## src/hdl/vrq_pkg.sv

```systemverilog
package vrq_pkg;

	localparam int QUEUE_DEPTH_DEFAULT = 32;
	localparam int ID_BITS_DEFAULT     = 16;
	localparam int KEY_W               = 64;
	localparam int TID_W               = 16;
	localparam int CNT_OUT_W           = 6;
	localparam int S_TDATA_W           = 88;
	localparam int M_TDATA_W           = 152;

	typedef enum logic [1:0] {
		OP_INSERT = 2'd0,
		OP_POP    = 2'd1,
		OP_REMOVE = 2'd2,
		OP_STEAL  = 2'd3
	} vrq_op_t;

	typedef enum logic [1:0] {
		ST_OK   = 2'd0,
		ST_NONE = 2'd1,
		ST_DUP  = 2'd2,
		ST_FULL = 2'd3
	} vrq_status_t;

	typedef struct packed {
		vrq_op_t op;
		logic    commit;
	} vrq_cmd_t;

	typedef struct packed {
		logic valid;
		logic locked;
		logic ahead;
		logic hit;
		logic sel;
		logic take;
		logic cand;
	} vrq_flags_t;

	localparam vrq_flags_t LEFT_EDGE = '{valid: 1'b0, locked: 1'b0, ahead: 1'b1,
		hit: 1'b0, sel: 1'b0, take: 1'b0, cand: 1'b0};
	localparam vrq_flags_t RIGHT_EDGE = '{valid: 1'b0, locked: 1'b0, ahead: 1'b0,
		hit: 1'b0, sel: 1'b0, take: 1'b0, cand: 1'b0};

endpackage

```

## src/hdl/vrq_cell.sv

```systemverilog
module vrq_cell import vrq_pkg::*; #(
	parameter int ID_BITS = ID_BITS_DEFAULT
) (
	input  logic               clk,
	input  logic               arst_n,
	input  vrq_cmd_t           cmd,
	input  logic [KEY_W-1:0]   new_key,
	input  logic [ID_BITS-1:0] new_owner,
	input  logic               new_locked,
	input  vrq_flags_t         left_flags,
	input  logic [KEY_W-1:0]   left_key,
	input  logic [ID_BITS-1:0] left_owner,
	input  vrq_flags_t         right_flags,
	input  logic [KEY_W-1:0]   right_key,
	input  logic [ID_BITS-1:0] right_owner,
	output vrq_flags_t         flags,
	output logic [KEY_W-1:0]   key,
	output logic [ID_BITS-1:0] owner
);

	logic               valid_q;
	logic               locked_q;
	logic [KEY_W-1:0]   key_q;
	logic [ID_BITS-1:0] owner_q;
	logic               own_cand;
	logic               sel;
	logic               load;
	logic               nxt_valid;
	logic               nxt_locked;
	logic [KEY_W-1:0]   nxt_key;
	logic [ID_BITS-1:0] nxt_owner;

	assign own_cand = valid_q && !locked_q;

	always_comb begin
		case (cmd.op)
			OP_POP:    sel = valid_q && !left_flags.valid;
			OP_REMOVE: sel = valid_q && (owner_q == new_owner);
			OP_STEAL:  sel = own_cand && !right_flags.cand;
			default:   sel = 1'b0;
		endcase
	end

	always_comb begin
		flags.valid  = valid_q;
		flags.locked = locked_q;
		flags.ahead  = valid_q && ((key_q < new_key) ||
			((key_q == new_key) && (owner_q < new_owner)));
		flags.hit    = valid_q && (owner_q == new_owner);
		flags.sel    = sel;
		flags.take   = left_flags.take || sel;
		flags.cand   = right_flags.cand || own_cand;
	end

	assign key   = key_q;
	assign owner = owner_q;

	// insert shifts right from the slot, removal shifts left from the slot
	always_comb begin
		load       = 1'b0;
		nxt_valid  = valid_q;
		nxt_locked = locked_q;
		nxt_key    = key_q;
		nxt_owner  = owner_q;
		if (cmd.op == OP_INSERT) begin
			if (!flags.ahead) begin
				load = 1'b1;
				if (left_flags.ahead) begin
					nxt_valid  = 1'b1;
					nxt_locked = new_locked;
					nxt_key    = new_key;
					nxt_owner  = new_owner;
				end else begin
					nxt_valid  = left_flags.valid;
					nxt_locked = left_flags.locked;
					nxt_key    = left_key;
					nxt_owner  = left_owner;
				end
			end
		end else if (flags.take) begin
			load       = 1'b1;
			nxt_valid  = right_flags.valid;
			nxt_locked = right_flags.locked;
			nxt_key    = right_key;
			nxt_owner  = right_owner;
		end
	end

	always_ff @(posedge clk or negedge arst_n) begin
		if (!arst_n) begin
			valid_q <= 1'b0;
		end else if (cmd.commit && load) begin
			valid_q <= nxt_valid;
		end
	end

	always_ff @(posedge clk) begin
		if (cmd.commit && load) begin
			locked_q <= nxt_locked;
			key_q    <= nxt_key;
			owner_q  <= nxt_owner;
		end
	end

endmodule

```

## config.mk

```make
export PLATFORM = sky130hd
export DESIGN_NAME = vrq_cell
export DESIGN_NICKNAME = d
export VERILOG_FILES = /design/src/hdl/vrq_pkg.sv /design/src/hdl/vrq_cell.sv
export SDC_FILE = /design/constraint.sdc
export NUM_CORES = 1
export LEC_CHECK = 0
export ABC_AREA = 1
export BUFFER_PORTS_ARGS = -buffer_cell sky130_fd_sc_hd__buf_4
export CAP_MARGIN = 20
export CORE_AREA = 2 2 133 135
export CTS_CLUSTER_SIZE = 14
export DETAILED_ROUTE_END_ITERATION = 10
export DIE_AREA = 0 0 135 137
export GPL_TIMING_DRIVEN = 0
export MAX_ROUTING_LAYER = met4
export PLACE_DENSITY = 0.67
export SLEW_MARGIN = 20
export SYNTH_ARGS = -nofsm -noshare
export SYNTH_HDL_FRONTEND = slang
export SYNTH_SLANG_ARGS = --single-unit
```

## constraint.sdc

```tcl
create_clock -name clk -period 9.25 [get_ports clk]
set_input_delay 0 -clock clk [delete_from_list [all_inputs] [get_ports clk]]
set_output_delay 0 -clock clk [all_outputs]
set_load 0.005 [all_outputs]
```

* Word level (Yosys, flattened, before mapping)
Cells that the tools add are included.
** Operators by class
- Order comparisons :: 2
- Reduce and logical (&&, ||, !) cells :: 16
- Eq/ne operators :: 6
- Multiplexer cells :: 20
** Operators by type and width (number)
- $mux 64 :: 4
- $eq 64x64->1 :: 1
- $lt 64x64->1 :: 1
- $mux 16 :: 4
- $eq 16x16->1 :: 1
- $lt 16x16->1 :: 1
- $mux 1 :: 11
- $logic_and 1x1->1 :: 7
- $eq 2x2->1 const B :: 2
- $logic_not 1->1 :: 3
- $logic_or 1x1->1 :: 3
- $pmux 1 s3 :: 1
- $reduce_and 3->1 :: 1
- $eq 2x1->1 const B :: 1
- $logic_not 2->1 :: 1
- $ne 2x2->1 const B :: 1
- $reduce_bool 2->1 :: 1
** Word-level totals
- Output and inout port bits :: 87
- Input bits :: 260
- Logic and storage cells :: 48
- Register bits :: 82

* Depth between registers and ports, before layout
- Depth in word-level cells :: 9
- Depth in mapped cells :: 20
- Depth with buffers taken out :: 20

* Worst setup path after synthesis
OpenSTA, ideal clock, no wires.
- Path kind :: reg2reg
- Start :: register owner_q[15], in the netlist owner[15]
- End :: register key_q[0], in the netlist key[0] (enable)
- Cell stages (with the launch flop) :: 13
- Period minus slack after synthesis :: 3.562 ns
- Slack :: 5.688 ns
- Arrival time :: 3.127 ns
- Path buffers :: 0
- Library setup time :: 0.435 ns
- Required time :: 8.815 ns
- Cell sequence :: edfxtp_1 > ha_1 > nand4_1 > nor2_1 > nor3b_2 > nand2_1 > nand3_1 > nand2_2 > nand3_2 > nand2_2 > clkinv_2 > nand2_2 > inv_1
** RTL lines
- from (decl) :: line vrq_cell.sv:24 : logic [ID_BITS-1:0] owner_q;
- from (signal assigned) :: line vrq_cell.sv:101 : owner_q <= nxt_owner;
- to (signal assigned) :: line vrq_cell.sv:100 : key_q <= nxt_key;
- to (decl) :: line vrq_cell.sv:23 : logic [KEY_W-1:0] key_q;

* Worst setup path in the final report
- Start :: register owner_q[15], in the netlist owner[15]
- End :: register key_q[50], in the netlist key[50] (enable)
** On the way
- Cells in the longest elaborated chain, start to end :: 8
- Elaborated cells between the ends (all ways) :: 15
- Classes of those cells :: order compare (1); eq/ne (2); mux (4); reduce/logical (8)
** Ends and longest elaborated chain
- $lt 16x16->1 or $eq 16x16->1 (tied branches) :: line vrq_cell.sv:48, vrq_cell.sv:38
- $logic_and 1x1->1 (on tied branches) :: line vrq_cell.sv:48, vrq_cell.sv:38
- $logic_or 1x1->1 or $pmux 1 s3 (tied branches) :: line vrq_cell.sv:47, vrq_cell.sv:36
- $logic_and 1x1->1 or $logic_or 1x1->1 (tied branches) :: line vrq_cell.sv:47, vrq_cell.sv:51
- $mux 1 (on tied branches) :: line vrq_cell.sv:66, vrq_cell.sv:80
- $mux 1 :: line vrq_cell.sv:65 : if (cmd.op == OP_INSERT) begin
- $logic_and 1x1->1 :: line vrq_cell.sv:98 : if (cmd.commit && load) begin
- $reduce_and 3->1 (no line) (*)
Mark *: on every way between the ends. The rest lies on a longest branch, timed or not.
A chain may end at the register's enable or synchronous reset.

==> results.py <==
metrics = {
    "outcome": {
        "outcome": "completed",
    },
    "die": {
        "core-area_sq_um": 17100,
        "pin_count": 347,
        "die_w_microns": 135,
        "start_util_pct": 37.1,
        "die_y_microns": 137,
        "rows": 48,
        "fp.dieArea_sq_um": 18500,
    },
    "worst_setup_path": {
        "setup.worst_path.end_class": "register",
        "critical_path_class": "reg -> reg",
        "slowest_cp_cell": "inv_4",
        "worstPathMaxFanout": 53,
        "r2r_slack_ps": 6250,
        "startpoint_type": "register",
        "critPathMostFrequentCell": "nand2_2",
        "crit_chain": "ha_1, nand4_1, nor2_1, nor3b_2, nand2_1, nand3_1, nand2_2, nand3_2, nand2_2, clkinv_2, nand2_2, inv_4, buf_12",
        "critical_path.max_stage_delay_ps": 550,
        "cp_data_arrival_time_ps": 3040,
        "cp.required_ps": 9290,
    },
    "clocking": {
        "clk-insertion-delay-late_ps": 350,
        "clkSinkCount": 82,
        "tritoncts": "yes",
        "clkTransAtPathRegs_ps": 60,
        "post_cts_setup_driven_buffer_insertion_count": 0,
        "clock_tree.buffer_depth": 2,
        "h-tree-depth": 3,
        "clock-root-buffer": "clkbuf_16",
        "cts_made_buffers": 9,
    },
    "cells_and_area": {
        "nNetsFinal": 1605,
        "layout_commonest_cell": "buf_4",
        "postLayoutCoreUtil_pct": 61.3,
        "number_of_cells_in_the_finished_layout_apart_from_fillers": 1495,
        "layout-drive-gt1-share_pct": 29.5,
        "antenna_cells": 0,
        "layout.cell_area.non_filler_sq_um": 10500,
        "layout_common_cells": "buf_4, nand2_1, o21ai_0",
        "layout-area-overhead-vs-synth_pct": 65.1,
    },
    "global_route": {
        "globalRoute.totalOverflow": 0,
        "use_met1_pct": 29.5,
        "grt_total_usage_pct": 26.4,
        "grt_util_met2_pct": 46.1,
        "antenna_found_initial": 0,
        "gr-max-usage-layer": "met2",
        "grt_pass1_wl_mm": 36.8,
        "number_of_global_route_vias_before_repair": 7498,
        "grt_start_max_net_pins": 54,
        "use_met3_pct": 4.56,
    },
    "synth": {
        "ys_ff_latch": 82,
        "synth_area_leaders": "edfxtp_1, ha_1, o21ai_0",
        "postSynthNetCount": 1155,
        "synth_top_area_share_pct": 38.4,
        "edff_count_synth": 81,
        "synth.largest_area_cell": "edfxtp_1",
        "synthesis.instances": 815,
        "synth_async_sr_flop_share_pct": 1.22,
        "synth_sequential_area_ratio_pct": 38.8,
        "avg_cell_area_syn_sq_um": 7.77,
        "post_synth_num_cell_types": 29,
        "synthFlopType": "edfxtp_1",
        "synth_warnings": 0,
        "synth.cell_area_sq_um": 6330,
    },
    "drt": {
        "vias_per_cell": 4.92,
        "detail_route.first_pass.iterations": 5,
        "residual_drc": 0,
        "wl_per_cell_microns": 16.3,
        "ant_nets": 0,
        "wirelength_mm": 24.4,
        "vias": 7349,
        "drtIter0Drc": 352,
    },
    "placed_design": {
        "placed_area_sq_um": 9170,
        "numPlacedInstances": 1379,
        "dp.final_hpwl_mm": 18.5,
        "gp_congestion": 0.877,
        "placement.io_buffers": 338,
    },
    "power_and_ir_drop": {
        "ir_worst_vdd_mv": 0.0881,
        "cellPowerDensity_nw_per_um2": 115,
        "p_leak_nw": 5.17,
    },
    "timing": {
        "layout_worst_path_cycle_share_pct": 32.4,
        "finalMaxSlewViolations": 0,
        "worst_clk_skew_ps": 9.26,
        "clock.fmax_mhz": 333,
        "hold_slack_ps": 10.2,
        "hold_viol_final": 0,
        "setup_violations": 0,
        "maxSlewHeadroom_pct": 47.6,
        "tightest_pin_transition_ps": 786,
        "setup-tns-final_ps": 0,
        "grt_setup_unrepaired": "no",
        "min_period_ps": 3000,
    },
    "job": {
        "maxCapViolCount": 0,
    },
    "hold_path": {
        "holdCritPathClass": "in -> async",
    },
}
==> final timing paths <==
kind / start / end / cells past startpoint
setup / recovery: owner[15]$_DFFE_PP_ / key[50]$_DFFE_PP_ / 13
hold / removal: arst_n / valid_q$_DFFE_PN0P_ / 2
setup reg to reg: owner[15]$_DFFE_PP_ / key[50]$_DFFE_PP_ / 13
hold reg to reg: valid_q$_DFFE_PN0P_ / valid_q$_DFFE_PN0P_ / 2
max in group asynchronous: arst_n / valid_q$_DFFE_PN0P_ / 2
min in group clk: new_key[14] / key[14]$_DFFE_PP_ / 3
==> stage by stage <==
step | worst slack (ps) | power [mW]
3_3_place_gp | 4480 | 0.802
2_1_floorplan | 5690 | 0.619
6_report | 6250 | 1.20
4_1_cts | 6200 | 1.20
3_5_place_dp | 6220 | 0.807
5_1_grt | 5950 | 1.26
==> critical path: cells and delay by family (launching register included) <==
kind / cells / cell delay (ps)
buffers and inverters: 3 / 890
adders and majority gates: 1 / 360
DFF: 1 / 390
and+or+nand+nor: 9 / 1040
==> state kept, by name (all words and copies together) (netlist names) <==
signal and cells:
key 64, locked_q 1, owner 16, valid_q 1
==> cells in the mapped netlist, types with 2 or more instances <==
cell        n
o21a_1      3
nor2_2      3
o21ai_0   136
edfxtp_1   81
a21oi_1    36
nand3_1     9
nand4_1     8
nand3_2     3
nor2_1    103
ha_1       80
o21ai_1    37
inv_1     103
buf_4       3
clkbuf_1   34
nor3_2      2
nand2_2     3
inv_2       4
nand2_1   156
==> repair_timing <==
action | 4_1_cts | 5_1_grt
resized for setup | 0 | 0
hold buffers | 100 | 0
endpoints found under the hold margin | 83 | 0
==> logic make-up (layout without fill, tap and decap cells) <==
| logic type | Yosys count | after routing | synth area share [%] |
|---|---|---|---|
| and+or+nand+nor | 290 | 290 | 18.9 |
| AOI/OAI and AO/OA | 217 | 217 | 17.6 |
| buffers and inverters | 146 | 601 | 8.87 |
| DFF | 82 | 82 | 38.8 |
| adders and majority gates | 80 | 80 | 15.8 |
==> power breakdown <==
part | internal (mW) | total [mW] | leakage, nW | switching [mW]
clock network | 0.208 | 0.359 | 0.136 | 0.151
registers | 0.449 | 0.468 | 0.789 | 0.0186
logic | 0.199 | 0.372 | 4.25 | 0.173
total | 0.856 | 1.20 | 5.17 | 0.343
==> metal layers <==
layer  wire length, microns  vias up
met1                   9610     3320
met3                   1690       70
met4                    961        0
li1                       -     3636
met5                      0        -
met2                  12100      323
==> final cells by class <==
class                           instances  area [sq um]
Inverter                              108           409
Sequential cell                        82          2460
Fill cell                            1557          6600
Clock buffer                           12           236
Tap cell                              225           282
Timing Repair Buffer                  439          3560
Buffer                                 38           155
Multi-Input combinational cell        587          3310
Clock inverter                          4          42.5
No activity file was read; power rests on OpenSTA's default activity.
